$ cat src/rtl/slfr_pkg.sv
// Shared types and constants for the sync-byte, length-prefixed frame receiver.
`timescale 1ns / 1ps

package slfr_pkg;

    localparam int unsigned HeaderBytes = 6;
    localparam int unsigned CrcBytes    = 2;

    localparam logic [7:0]  SyncReset    = 8'd170;
    localparam logic [15:0] TimeoutReset = 16'd100;
    localparam logic [15:0] WindowReset  = 16'd100;
    localparam logic [15:0] MaxPayReset  = 16'd1016;

    localparam logic [1:0] CFG_SYNC    = 2'd0;
    localparam logic [1:0] CFG_TIMEOUT = 2'd1;
    localparam logic [1:0] CFG_WINDOW  = 2'd2;
    localparam logic [1:0] CFG_MAXPAY  = 2'd3;

    localparam logic ACT_BYTE = 1'b0;
    localparam logic ACT_TICK = 1'b1;

    typedef enum logic [1:0] {
        ST_FRAME_BYTE = 2'd0,
        ST_BYTE_TMO   = 2'd1,
        ST_WINDOW_TMO = 2'd2,
        ST_TOO_LONG   = 2'd3
    } status_t;

    typedef struct packed {
        logic       action;
        logic [7:0] rx_byte;
    } item_t;

    typedef struct packed {
        status_t     status;
        logic [7:0]  data_byte;
        logic [16:0] position;
        logic [15:0] payload_length;
        logic [15:0] frame_crc;
        logic        is_last;
    } result_t;

    typedef struct packed {
        logic [7:0]  sync_value;
        logic [15:0] byte_timeout_ticks;
        logic [15:0] frame_window_ticks;
        logic [15:0] max_payload;
    } cfg_t;

endpackage

$ cat src/rtl/slfr_in_stage.sv
// Input register that holds one accepted request until the core takes it.
`timescale 1ns / 1ps

module slfr_in_stage (
    input  logic            clk,
    input  logic            rst_n,
    input  logic            item_valid,
    output logic            item_ready,
    input  slfr_pkg::item_t item,
    input  logic            take,
    output logic            held_valid,
    output slfr_pkg::item_t held_item
);

    logic            valid_reg;
    logic            valid_next;
    slfr_pkg::item_t item_reg;

    assign item_ready = !valid_reg || take;
    assign valid_next = item_valid || (valid_reg && !take);

    always_ff @(posedge clk or negedge rst_n)
    begin
        if (!rst_n)
        begin
            valid_reg <= 1'b0;
        end
        else
        begin
            valid_reg <= valid_next;
        end
    end

    always_ff @(posedge clk)
    begin
        if (item_valid && item_ready)
        begin
            item_reg <= item;
        end
    end

    assign held_valid = valid_reg;
    assign held_item  = item_reg;

endmodule

$ cat src/rtl/slfr_core.sv
// Frame state and the single-pass update that turns one request into at most one result.
`timescale 1ns / 1ps

module slfr_core (
    input  logic              clk,
    input  logic              rst_n,
    input  slfr_pkg::cfg_t    cfg,
    input  logic              advance,
    input  slfr_pkg::item_t   item,
    output logic              has_result,
    output slfr_pkg::result_t result
);

    logic        in_frame_reg;
    logic        in_frame_next;
    logic [16:0] byte_count_reg;
    logic [16:0] byte_count_next;
    logic [15:0] length_word_reg;
    logic [15:0] length_word_next;
    logic [7:0]  crc_low_reg;
    logic [7:0]  crc_low_next;
    logic [15:0] idle_ticks_reg;
    logic [15:0] idle_ticks_next;
    logic [15:0] frame_ticks_reg;
    logic [15:0] frame_ticks_next;

    logic [16:0] idle_inc;
    logic [16:0] frame_inc;
    logic [15:0] plen_now;
    logic [15:0] full_length;
    logic [16:0] crc_low_pos;
    logic [16:0] crc_high_pos;
    logic        hunt_reset;

    assign idle_inc     = {1'b0, idle_ticks_reg} + 17'd1;
    assign frame_inc    = {1'b0, frame_ticks_reg} + 17'd1;
    assign plen_now     = (byte_count_reg >= 17'(slfr_pkg::HeaderBytes)) ?
                          length_word_reg : 16'd0;
    assign full_length  = {item.rx_byte, length_word_reg[7:0]};
    assign crc_low_pos  = {1'b0, length_word_reg} + 17'(slfr_pkg::HeaderBytes);
    assign crc_high_pos = crc_low_pos + 17'd1;

    always_comb
    begin
        in_frame_next    = in_frame_reg;
        byte_count_next  = byte_count_reg;
        length_word_next = length_word_reg;
        crc_low_next     = crc_low_reg;
        idle_ticks_next  = idle_ticks_reg;
        frame_ticks_next = frame_ticks_reg;
        hunt_reset       = 1'b0;
        has_result       = 1'b0;

        result.status         = slfr_pkg::ST_FRAME_BYTE;
        result.data_byte      = item.rx_byte;
        result.position       = byte_count_reg;
        result.payload_length = 16'd0;
        result.frame_crc      = 16'd0;
        result.is_last        = 1'b0;

        if (item.action == slfr_pkg::ACT_TICK)
        begin
            result.data_byte      = 8'd0;
            result.payload_length = plen_now;
            if (in_frame_reg)
            begin
                if (idle_inc > {1'b0, cfg.byte_timeout_ticks})
                begin
                    has_result    = 1'b1;
                    result.status = slfr_pkg::ST_BYTE_TMO;
                    hunt_reset    = 1'b1;
                end
                else if (frame_inc > {1'b0, cfg.frame_window_ticks})
                begin
                    has_result    = 1'b1;
                    result.status = slfr_pkg::ST_WINDOW_TMO;
                    hunt_reset    = 1'b1;
                end
                else
                begin
                    idle_ticks_next  = idle_inc[15:0];
                    frame_ticks_next = frame_inc[15:0];
                end
            end
        end
        else if (!in_frame_reg)
        begin
            if (item.rx_byte == cfg.sync_value)
            begin
                has_result       = 1'b1;
                result.position  = 17'd0;
                in_frame_next    = 1'b1;
                byte_count_next  = 17'd1;
                length_word_next = 16'd0;
                crc_low_next     = 8'd0;
                idle_ticks_next  = 16'd0;
                frame_ticks_next = 16'd0;
            end
        end
        else
        begin
            has_result      = 1'b1;
            idle_ticks_next = 16'd0;
            byte_count_next = byte_count_reg + 17'd1;
            if (byte_count_reg == 17'd4)
            begin
                length_word_next = {8'd0, item.rx_byte};
            end
            else if (byte_count_reg == 17'd5)
            begin
                length_word_next      = full_length;
                result.payload_length = full_length;
                if (full_length > cfg.max_payload)
                begin
                    result.status = slfr_pkg::ST_TOO_LONG;
                    hunt_reset    = 1'b1;
                end
            end
            else if (byte_count_reg < 17'(slfr_pkg::HeaderBytes))
            begin
                result.payload_length = 16'd0;
            end
            else
            begin
                result.payload_length = length_word_reg;
                if (byte_count_reg == crc_low_pos)
                begin
                    crc_low_next = item.rx_byte;
                end
                else if (byte_count_reg >= crc_high_pos)
                begin
                    result.frame_crc = {item.rx_byte, crc_low_reg};
                    result.is_last   = 1'b1;
                    hunt_reset       = 1'b1;
                end
            end
        end

        if (hunt_reset)
        begin
            in_frame_next    = 1'b0;
            byte_count_next  = 17'd0;
            length_word_next = 16'd0;
            crc_low_next     = 8'd0;
            idle_ticks_next  = 16'd0;
            frame_ticks_next = 16'd0;
        end
    end

    always_ff @(posedge clk or negedge rst_n)
    begin
        if (!rst_n)
        begin
            in_frame_reg    <= 1'b0;
            byte_count_reg  <= 17'd0;
            length_word_reg <= 16'd0;
            crc_low_reg     <= 8'd0;
            idle_ticks_reg  <= 16'd0;
            frame_ticks_reg <= 16'd0;
        end
        else if (advance)
        begin
            in_frame_reg    <= in_frame_next;
            byte_count_reg  <= byte_count_next;
            length_word_reg <= length_word_next;
            crc_low_reg     <= crc_low_next;
            idle_ticks_reg  <= idle_ticks_next;
            frame_ticks_reg <= frame_ticks_next;
        end
    end

    // The position counter is zero exactly while hunting.
    assert property (@(posedge clk) disable iff (!rst_n)
        !in_frame_reg |-> (byte_count_reg == 17'd0))
        else $error("byte count nonzero while hunting");

    // Any abort or completed frame sends the receiver back to hunting.
    assert property (@(posedge clk) disable iff (!rst_n)
        (advance && has_result && (result.is_last ||
         result.status != slfr_pkg::ST_FRAME_BYTE)) |=> !in_frame_reg)
        else $error("receiver stayed in frame after abort or last byte");

    // Only a frame byte may carry the last flag.
    assert property (@(posedge clk) disable iff (!rst_n)
        (has_result && result.is_last) |-> (result.status == slfr_pkg::ST_FRAME_BYTE))
        else $error("last flag on an abort report");

    // A byte accepted inside a frame always moves the position on or ends the frame.
    assert property (@(posedge clk) disable iff (!rst_n)
        (advance && in_frame_reg && item.action == slfr_pkg::ACT_BYTE) |-> has_result)
        else $error("frame byte produced no result");

endmodule

$ cat src/rtl/slfr_out_stage.sv
// Result register that holds one result until the consumer takes it.
`timescale 1ns / 1ps

module slfr_out_stage (
    input  logic              clk,
    input  logic              rst_n,
    input  logic              load,
    input  slfr_pkg::result_t load_data,
    output logic              free,
    output logic              result_valid,
    input  logic              result_ready,
    output slfr_pkg::result_t result
);

    logic              valid_reg;
    logic              valid_next;
    slfr_pkg::result_t data_reg;

    assign free       = !valid_reg || result_ready;
    assign valid_next = load || (valid_reg && !result_ready);

    always_ff @(posedge clk or negedge rst_n)
    begin
        if (!rst_n)
        begin
            valid_reg <= 1'b0;
        end
        else
        begin
            valid_reg <= valid_next;
        end
    end

    always_ff @(posedge clk)
    begin
        if (load)
        begin
            data_reg <= load_data;
        end
    end

    assign result_valid = valid_reg;
    assign result       = data_reg;

endmodule

$ cat src/rtl/sync_length_frame_receiver_unit.sv
// Top level of the sync-byte, length-prefixed frame receiver.
//
// Channel  Direction  Signals                                  Content
// item     in         item_valid, item_ready, item             byte or tick request
// result   out        result_valid, result_ready, result       frame byte or abort report
// config   in         cfg_we, cfg_index, cfg_data              register write, no wait
//
// One request per cycle is sustained while the result register is free; a request is
// held in the input register and its result, if any, is loaded into the result register.
// Reset clears the frame state to hunting and loads the register defaults.
// A stalled result holds the result register, and the input register absorbs one
// more request before item_ready drops.
`timescale 1ns / 1ps

module sync_length_frame_receiver_unit (
    input  logic              clk,
    input  logic              rst_n,
    input  logic              item_valid,
    output logic              item_ready,
    input  slfr_pkg::item_t   item,
    output logic              result_valid,
    input  logic              result_ready,
    output slfr_pkg::result_t result,
    input  logic              cfg_we,
    input  logic [1:0]        cfg_index,
    input  logic [15:0]       cfg_data
);

    slfr_pkg::cfg_t    cfg_reg;
    logic              held_valid;
    slfr_pkg::item_t   held_item;
    logic              out_free;
    logic              advance;
    logic              has_result;
    slfr_pkg::result_t core_result;

    always_ff @(posedge clk or negedge rst_n)
    begin
        if (!rst_n)
        begin
            cfg_reg.sync_value         <= slfr_pkg::SyncReset;
            cfg_reg.byte_timeout_ticks <= slfr_pkg::TimeoutReset;
            cfg_reg.frame_window_ticks <= slfr_pkg::WindowReset;
            cfg_reg.max_payload        <= slfr_pkg::MaxPayReset;
        end
        else if (cfg_we)
        begin
            unique case (cfg_index)
                slfr_pkg::CFG_SYNC:    cfg_reg.sync_value         <= cfg_data[7:0];
                slfr_pkg::CFG_TIMEOUT: cfg_reg.byte_timeout_ticks <= cfg_data;
                slfr_pkg::CFG_WINDOW:  cfg_reg.frame_window_ticks <= cfg_data;
                slfr_pkg::CFG_MAXPAY:  cfg_reg.max_payload        <= cfg_data;
                default:               cfg_reg                    <= cfg_reg;
            endcase
        end
    end

    assign advance = held_valid && out_free;

    slfr_in_stage u_in (
        .clk        (clk),
        .rst_n      (rst_n),
        .item_valid (item_valid),
        .item_ready (item_ready),
        .item       (item),
        .take       (advance),
        .held_valid (held_valid),
        .held_item  (held_item)
    );

    slfr_core u_core (
        .clk        (clk),
        .rst_n      (rst_n),
        .cfg        (cfg_reg),
        .advance    (advance),
        .item       (held_item),
        .has_result (has_result),
        .result     (core_result)
    );

    slfr_out_stage u_out (
        .clk          (clk),
        .rst_n        (rst_n),
        .load         (advance && has_result),
        .load_data    (core_result),
        .free         (out_free),
        .result_valid (result_valid),
        .result_ready (result_ready),
        .result       (result)
    );

endmodule
$ cat config.mk
export PLATFORM = sky130hd
export DESIGN_NAME = sync_length_frame_receiver_unit
export DESIGN_NICKNAME = d
export VERILOG_FILES = /design/src/rtl/slfr_pkg.sv /design/src/rtl/slfr_in_stage.sv /design/src/rtl/slfr_core.sv /design/src/rtl/slfr_out_stage.sv /design/src/rtl/sync_length_frame_receiver_unit.sv
export SDC_FILE = /design/constraint.sdc
export NUM_CORES = 1
export LEC_CHECK = 0
export BUFFER_PORTS_ARGS = -buffer_cell sky130_fd_sc_hd__buf_2
export CAP_MARGIN = 20
export CORE_MARGIN = 3
export CORE_UTILIZATION = 60
export DETAILED_ROUTE_END_ITERATION = 16
export GPL_TIMING_DRIVEN = 0
export PLACE_DENSITY = 0.8
export REMOVE_ABC_BUFFERS = 1
export SETUP_SLACK_MARGIN = 0.2
export SLEW_MARGIN = 10
export SYNTH_ARGS = -nofsm -noshare
export SYNTH_HDL_FRONTEND = slang
export SYNTH_SLANG_ARGS = --single-unit
$ cat constraint.sdc
create_clock -name clk -period 15.4 [get_ports clk]
set_clock_uncertainty 0.15 [all_clocks]
set_input_delay 3.08 -clock clk [delete_from_list [all_inputs] [get_ports clk]]
set_output_delay 3.08 -clock clk [all_outputs]
set_load 0.03 [all_outputs]
==> results of run 1 <==
-- metal layers --
metal,track usage (%),vias up
met1,36.2,4628
met3,3.61,97
li1,-,4461
met5,0,-
met2,46.0,413
met4,9.27,0
-- report_power, final --
part / internal [mW] / total (mW) / switching [mW]
Clock: 0.293 / 0.510 / 0.217
Combinational: 0.0918 / 0.211 / 0.119
Sequential: 0.599 / 0.643 / 0.0443
Total: 0.984 / 1.36 / 0.380
-- Yosys cell counts, drive strengths merged (3+ instances only) --
master / instances / area, um^2
o2111ai: 5 / 61.3
edfxtp: 69 / 2070
a211o: 4 / 35.0
o22ai: 11 / 68.8
or2: 5 / 33.8
inv: 85 / 319
a32o: 9 / 90.1
nand3: 51 / 255
and4: 4 / 35.0
nor4: 15 / 93.8
a211oi: 12 / 95.1
nand2b: 6 / 37.5
a31oi: 6 / 37.5
a22o: 18 / 158
nand2: 82 / 308
nor3: 19 / 100
buf: 13 / 81.3
and2: 21 / 131
nor2: 55 / 206
o211ai: 4 / 30.0
or3: 15 / 93.8
o21ai: 68 / 340
clkbuf: 46 / 173
nand3b: 5 / 37.5
dfrtp: 115 / 2880
a21oi: 42 / 210
xor2: 26 / 228
nand4b: 4 / 35.0
o21a: 3 / 22.5
and3: 20 / 125
a21o: 7 / 52.6
o21bai: 4 / 30.0
mux2i: 4 / 40.0
or4: 25 / 195
nor3b: 7 / 52.6
o31ai: 16 / 120
nor2b: 34 / 213
nand4: 22 / 138
ha: 74 / 926
a21boi: 6 / 45.1
dfstp: 17 / 447
a22oi: 3 / 22.5
mux2: 58 / 653
xnor2: 40 / 358
-- layout make-up --
class,count,area (um^2)
clock buffers,29,597
multi-input cells,837,6030
flip-flops and latches,201,5400
clock inverters,11,108
fillers,1475,6140
inverters,85,319
well taps,265,332
repair buffers,103,607
-- critical path, delay by kind of cell --
family | cells | cell delay [ns]
buffers and inverters | 2 | 0.32
AND/OR/NAND/NOR | 1 | 0.20
-- final timing paths --
check / from / endpoint / slack [ns]
max reg2reg: u_core.length_word_reg[5] / u_core.byte_count_reg[3] / 8.95
max: result_ready / item_ready / 8.58
max in group asynchronous: rst_n / cfg_reg[6] / 11.94
min reg2reg: u_core.crc_low_reg[4] / u_core.crc_low_reg[4] / 0.34
min: u_core.crc_low_reg[4] / u_core.crc_low_reg[4] / 0.34
min in group asynchronous: rst_n / u_core.crc_low_reg[5] / 2.33
-- cells by family after synthesis --
group / synth area share, %
AOI/OAI and AO/OA: 13.5
xor gates and xnor gates: 5.09
adders and majority gates: 7.73
buffers and inverters: 4.79
DFF: 45.1
muxes: 5.79
and+or+nand+nor: 18.0
==> load_flow_metrics.sql, run 1 <==
INSERT INTO impl_metrics (metric_group, metric, value, unit) VALUES
('outcome', 'outcome', 'complete, no violations', ''),
('setup_path', 'crit_path_frequent_cell', 'sky130_fd_sc_hd__buf_2', ''),
('sta', 'maxSlewViolCount', '0', ''),
('detailed_routing', 'met1_length', '12.3', 'mm'),
('clock_network', 'cts_buffer_depth', '3', ''),
('synth', 'ys_seq_elements', '201', ''),
('die', 'pin_count', '94', ''),
('placed_design', 'placed_cells', '1489', ''),
('min_path', 'timing.hold.worst_path_depth', '1', ''),
('detailed_routing', 'met2WireLength', '14.5', 'mm'),
('setup_path', 'critical_path.slowest_cell', 'sky130_fd_sc_hd__buf_2', ''),
('sta', 'clock.fmax', '0.147', 'GHz'),
('detailed_routing', 'top_layer_used', 'met4', ''),
('clock_network', 'worst_skew_pair.late_latency', '0.52', 'ns'),
('clock_network', 'cts_root_buffer', 'sky130_fd_sc_hd__clkbuf_16', ''),
('placed_design', 'hpwlAfterDp', '21.3', 'mm'),
('synth', 'post_synth_num_cell_types', '77', ''),
('min_path', 'hold_path.class', 'flop to flop', ''),
('cells_and_area', 'syn2layout_area_growth', '11.8', '%'),
('clock_network', 'cts_tree', 'done', ''),
('cells_and_area', 'mostFrequentLayoutCells', '115 x sky130_fd_sc_hd__dfrtp_1, 93 x sky130_fd_sc_hd__buf_2, 84 x sky130_fd_sc_hd__inv_1', ''),
('clock_network', 'htreeDepth', '1', ''),
('global_routing', 'wire_length_of_the_first_global_routing_pass', '47.7', 'mm'),
('cells_and_area', 'antennaDiodeCount', '0', ''),
('die', 'initial_utilization', '61.3', '%'),
('detailed_routing', 'met3RoutedLength', '2.01', 'mm'),
('detailed_routing', 'wire_per_inst', '19.5', 'um'),
('global_routing', 'first_global_vias', '9147', ''),
('clock_network', 'cts_sinks', '201', ''),
('power', 'power.static_leakage', '6.05', 'nW'),
('global_routing', 'grt_antenna_before_repair', '0', ''),
('cells_and_area', 'finish.net_count', '1356', ''),
('die', 'dieArea', '0.0217', 'mm^2'),
('detailed_routing', 'routed_wl', '29.8', 'mm'),
('clock_network', 'hold_buffers', '0', ''),
('sta', 'final_critical_path_setup_slack', '8.58', 'ns'),
('detailed_routing', 'first_iter_violations', '703', ''),
('clock_network', 'cts_made_buffers', '22', ''),
('cells_and_area', 'instances_no_fill', '1531', ''),
('global_routing', 'gr-total-overflow', '0', ''),
('synth', 'synthArstFlopShare', '65.7', '%'),
('placed_design', 'port_buffers', '93', ''),
('synth', 'seq_area_frac_synth', '45.1', '%'),
('setup_path', 'worst_path_required_time', '12.17', 'ns'),
('die', 'die_height', '147', 'um'),
('sta', 'setup_violating_endpoint_count_in_the_final_report', '0', ''),
('global_routing', 'grt_start_max_net_pins', '93', ''),
('setup_path', 'worst_r2r_path_depth', '17', ''),
('detailed_routing', 'route.antenna.remaining_nets', '0', ''),
('detailed_routing', 'firstDrtPassIters', '7', ''),
('sta', 'tightest_slew', '1.09', 'ns'),
('die', 'core.rowCount', '51', ''),
('cells_and_area', 'final_core_utilization', '68.6', '%'),
('power', 'power.density', '102', 'mW/mm^2'),
('synth', 'synth_edf_count', '69', ''),
('placed_design', 'dp_worst_setup_slack', '8.58', 'ns'),
('synth', 'syn_avg_cell_area', '10.1', 'um^2'),
('sta', 'final_hold_viol_count', '0', ''),
('cells_and_area', 'layout.cells.most_common', 'sky130_fd_sc_hd__dfrtp_1', ''),
('die', 'floorplan.core_area', '0.0195', 'mm^2'),
('setup_path', 'worstPathCellList', 'buf_2, nand3b_1, buf_2', ''),
('die', 'fp.dieW', '147', 'um'),
('global_routing', 'grt_usage', '27.1', '%'),
('run', 'max_cap_violations', '0', ''),
('cells_and_area', 'largest_register_ff_count', '60', ''),
('synth', 'synth_top_flop_cell', 'sky130_fd_sc_hd__dfrtp_1', ''),
('detailed_routing', 'route.vias.total', '9599', ''),
('synth', 'yosysWarningCount', '0', ''),
('power', 'total_power', '1.36', 'mW'),
('power', 'ir_worst_vdd', '91.7', 'uV'),
('sta', 'post-route-period-util', '44.3', '%');
Power figures use the tool's default switching activity.
==> run 2, diff against run 1 <==
--- a/config.mk
+++ b/config.mk
@@ -5,6 +5,7 @@
 export SDC_FILE = /design/constraint.sdc
 export NUM_CORES = 1
 export LEC_CHECK = 0
+export ABC_AREA = 1
 export BUFFER_PORTS_ARGS = -buffer_cell sky130_fd_sc_hd__buf_2
 export CAP_MARGIN = 20
 export CORE_MARGIN = 3
==> constraint.sdc (replaced) <==
create_clock -name clk -period 6.35 [get_ports clk]
set_clock_uncertainty 0.15 [all_clocks]
set_input_delay 1.27 -clock clk [delete_from_list [all_inputs] [get_ports clk]]
set_output_delay 1.27 -clock clk [all_outputs]
set_load 0.03 [all_outputs]
==> load_flow_metrics.sql, run 2 <==
INSERT INTO impl_metrics (metric_group, metric, value, unit) VALUES
('outcome', 'outcome', 'complete, no violations', ''),
('cells_and_area', 'syn2layout_area_growth', '11.8', '%'),
('sta', 'setup_violating_endpoint_count_in_the_final_report', '0', ''),
('die', 'fp.dieW', '147', 'um'),
('min_path', 'hold_path.class', 'flop to flop', ''),
('global_routing', 'wire_length_of_the_first_global_routing_pass', '47.3', 'mm'),
('power', 'power.static_leakage', '6.56', 'nW'),
('setup_path', 'timing.rr.start', 'u_core.length_word_reg[1]', ''),
('synth', 'ys_top_cells_by_count', '358 x sky130_fd_sc_hd__nand2_1, 212 x sky130_fd_sc_hd__inv_1, 132 x sky130_fd_sc_hd__nor2_1, 123 x sky130_fd_sc_hd__nand3_1, 115 x sky130_fd_sc_hd__dfrtp_1', ''),
('cells_and_area', 'largest_register_ff_count', '60', ''),
('cells_and_area', 'fraction_of_layout_instances_using_a_drive_strength_above_1', '11.5', '%'),
('power', 'internal_portion_of_total_power', '2.53', 'mW'),
('placed_design', 'port_buffers', '93', ''),
('clock_network', 'postCtsSetupRepairBufs', '0', ''),
('synth', 'ys_top_cells_by_area', 'sky130_fd_sc_hd__dfrtp_1 24%, sky130_fd_sc_hd__edfxtp_1 17%, sky130_fd_sc_hd__nand2_1 11%, sky130_fd_sc_hd__ha_1 7.8%, sky130_fd_sc_hd__inv_1 6.7%', ''),
('detailed_routing', 'route.antenna.remaining_nets', '0', ''),
('setup_path', 'critPathMaxFanout', '20', ''),
('sta', 'post-route-period-util', '81.6', '%'),
('power', 'netSwitchingPower', '1.31', 'mW'),
('global_routing', 'gr-total-overflow', '0', ''),
('global_routing', 'first_global_vias', '9714', ''),
('cells_and_area', 'layout.cells.most_common', 'sky130_fd_sc_hd__nand2_1', ''),
('setup_path', 'worst-setup-path-type', 'flop to flop', ''),
('power', 'ir_worst_vdd', '278', 'uV'),
('die', 'pin_count', '94', ''),
('placed_design', 'hpwlAfterDp', '21.6', 'mm'),
('sta', 'final_hold_viol_count', '0', ''),
('synth', 'synthArstFlopShare', '65.7', '%'),
('synth', 'synth_edf_count', '69', ''),
('min_path', 'hold_path_startpoint', 'cfg_reg[2]', ''),
('cells_and_area', 'fill_cells', '1535', ''),
('synth', 'synth_top_flop_cell', 'sky130_fd_sc_hd__dfrtp_1', ''),
('power', 'comb_power_share', '25.7', '%'),
('setup_path', 'worstPathArrival', '5.44', 'ns'),
('sta', 'worst_rel_slew_slack', '35.2', '%'),
('synth', 'ys_seq_elements', '201', ''),
('synth', 'post_synth_num_cell_types', '51', ''),
('sta', 'tightest_slew', '0.969', 'ns'),
('synth', 'seq_area_frac_synth', '45.5', '%'),
('run', 'max_cap_violations', '0', ''),
('global_routing', 'grt_antenna_before_repair', '0', ''),
('cells_and_area', 'antennaDiodeCount', '0', ''),
('power', 'power_frac_seq', '43.1', '%'),
('die', 'floorplan.core_area', '0.0191', 'mm^2'),
('setup_path', 'worstSetupEndpointType', 'flop', ''),
('setup_path', 'crit_path_frequent_cell', 'sky130_fd_sc_hd__nand2_1', ''),
('setup_path', 'crit_path_start', 'u_core.length_word_reg[1]', ''),
('placed_design', 'dp_worst_setup_slack', '1.23', 'ns'),
('setup_path', 'max_stage_delay', '0.45', 'ns'),
('placed_design', 'placed_cells', '1790', ''),
('power', 'power.density', '289', 'mW/mm^2'),
('die', 'dieArea', '0.0215', 'mm^2'),
('global_routing', 'grt_start_max_net_pins', '90', ''),
('sta', 'totalNegativeSetupSlack', '0', 'ns'),
('clock_network', 'cts_root_buffer', 'sky130_fd_sc_hd__clkbuf_16', ''),
('synth', 'netlist.top_cell.by_area', 'sky130_fd_sc_hd__dfrtp_1', ''),
('detailed_routing', 'wire_per_inst', '15.9', 'um'),
('synth', 'syn_avg_cell_area', '8.11', 'um^2'),
('power', 'clock_power_share', '31.2', '%'),
('setup_path', 'worst_path_required_time', '6.60', 'ns'),
('synth', 'post-synth-top-count-cell', 'sky130_fd_sc_hd__nand2_1', ''),
('clock_network', 'worst_skew_pair.late_latency', '0.51', 'ns'),
('die', 'die_height', '147', 'um'),
('clock_network', 'cts_tree', 'done', ''),
('die', 'core.rowCount', '50', ''),
('power', 'total_power', '3.84', 'mW'),
('cells_and_area', 'instances_no_fill', '1829', ''),
('clock_network', 'cts_sinks', '201', ''),
('clock_network', 'cts_made_buffers', '22', ''),
('sta', 'period_minus_slack', '5.18', 'ns'),
('clock_network', 'cts_buffer_depth', '3', ''),
('synth', 'mappedNetlistArea', '0.0119', 'mm^2'),
('detailed_routing', 'route.detailed.vias_per_inst', '5.50', ''),
('die', 'initial_utilization', '62.2', '%'),
('sta', 'grt_setup_unrepaired', 'false', ''),
('detailed_routing', 'firstDrtPassIters', '5', ''),
('detailed_routing', 'routed_wl', '29.0', 'mm'),
('setup_path', 'element_type_at_the_critical_path_start', 'flop', ''),
('detailed_routing', 'route.vias.total', '10100', ''),
('sta', 'maxSlewViolCount', '0', ''),
('detailed_routing', 'drc', '0', ''),
('clock_network', 'htreeDepth', '1', ''),
('synth', 'postSynthCellCount', '1464', ''),
('cells_and_area', 'finish.net_count', '1660', ''),
('synth', 'yosysWarningCount', '0', ''),
('cells_and_area', 'mostFrequentLayoutCells', '358 x sky130_fd_sc_hd__nand2_1, 212 x sky130_fd_sc_hd__inv_1, 132 x sky130_fd_sc_hd__nor2_1', ''),
('clock_network', 'clkTransAtPathRegs', '0.06', 'ns'),
('setup_path', 'critical_path.slowest_cell', 'sky130_fd_sc_hd__dfrtp_1', ''),
('detailed_routing', 'first_iter_violations', '698', ''),
('clock_network', 'hold_buffers', '0', ''),
('global_routing', 'grt_usage', '26.9', '%'),
('placed_design', 'gp_routability_congestion', '0.916', ''),
('power', 'p_sw_share', '34.0', '%'),
('cells_and_area', 'final_core_utilization', '69.5', '%'),
('setup_path', 'crit_family', 'simple AND/OR/NAND/NOR gates', ''),
('setup_path', 'cp.buffers_inverters', '3', ''),
('sta', 'final_critical_path_setup_slack', '1.17', 'ns'),
('synth', 'fraction_of_synthesized_cell_area_taken_by_the_top_area_cell_type', '24.3', '%'),
('clock_network', 'post_cts_resize_count', '0', ''),
('sta', 'clock.fmax', '0.193', 'GHz');
==> run 2: changes by cell type in the layout (fill, tap and decap cells not counted), sizes merged, moves of 25 or more <==
cell and change:
inv +129, or4 -25, mux2 -58, xnor2 -26
nand2 +290, nand3 +75, nor2 +82, nor2b -33
nand4 +25, o21ai +35
==> run 2: path summary, 6_finish.rpt <==
| kind | slack [ns] | endpoint | cells after the start |
|---|---|---|---|
| max | 1.17 | u_core.frame_ticks_reg[0] | 31 |
| min | 0.33 | cfg_reg[2] | 2 |
| max reg2reg | 1.17 | u_core.frame_ticks_reg[0] | 31 |
| min reg2reg | 0.33 | cfg_reg[2] | 2 |
| max in group asynchronous | 4.72 | cfg_reg[34] | 2 |
| min in group asynchronous | 0.53 | u_core.frame_ticks_reg[13] | 1 |
==> run 2: tightest hold or removal path, cell delays in order (launching register included) <==
cell and delay [ns]:
sky130_fd_sc_hd__dfrtp_1 0.34, sky130_fd_sc_hd__nand2_1 0.05, sky130_fd_sc_hd__o21ai_0 0.05
==> run 2: layer usage <==
layer / GRT usage, % / wire [um] / vias up
li1: - / - / 4982
met1: 33.4 / 11900 / 4706
met2: 47.9 / 14600 / 284
met3: 3.66 / 1530 / 81
met4: 9.74 / 1030 / 0
met5: 0 / 0 / -
==> run 2: cell type report <==
class	count	area (um^2)	area share (%)
Clock buffer	31	626	4.72
Clock inverter	8	43.8	0.330
Inverter	217	817	6.16
Multi-Input combinational cell	1016	5500	41.5
Sequential cell	201	5400	40.7
Tap cell	260	325	2.45
Timing Repair Buffer	96	554	4.18
==> run 2: through the flow <==
| step | hold WS [ns] | instance area (um^2) |
|---|---|---|
| CTS | 0.337 | 13300 |
| detailed placement | 0.323 | 12600 |
| global placement | 0.318 | 12500 |
| finish | 0.332 | 13300 |
| global route | 0.358 | 13300 |
| floorplan | 0.303 | 11700 |
==> run 2: cells by family (layout without fill, tap and decap cells) <==
logic type,Yosys count,after routing,synth area share [%]
buffers and inverters,247,352,8.20
AOI/OAI and AO/OA,157,157,7.15
adders and majority gates,74,74,7.80
xor gates and xnor gates,54,54,4.10
DFF,201,201,45.5
and+or+nand+nor,731,731,27.3
==> run 2: power groups by stage <==
stage / combinational, mW / clock, mW / sequential (mW)
2_1_floorplan: 0.705 / 0 / 1.64
3_3_place_gp: 0.921 / 0 / 1.67
3_5_place_dp: 0.974 / 0 / 1.67
4_1_cts: 0.986 / 1.21 / 1.65
5_1_grt: 1.12 / 1.27 / 1.67
6_report: 0.987 / 1.20 / 1.65
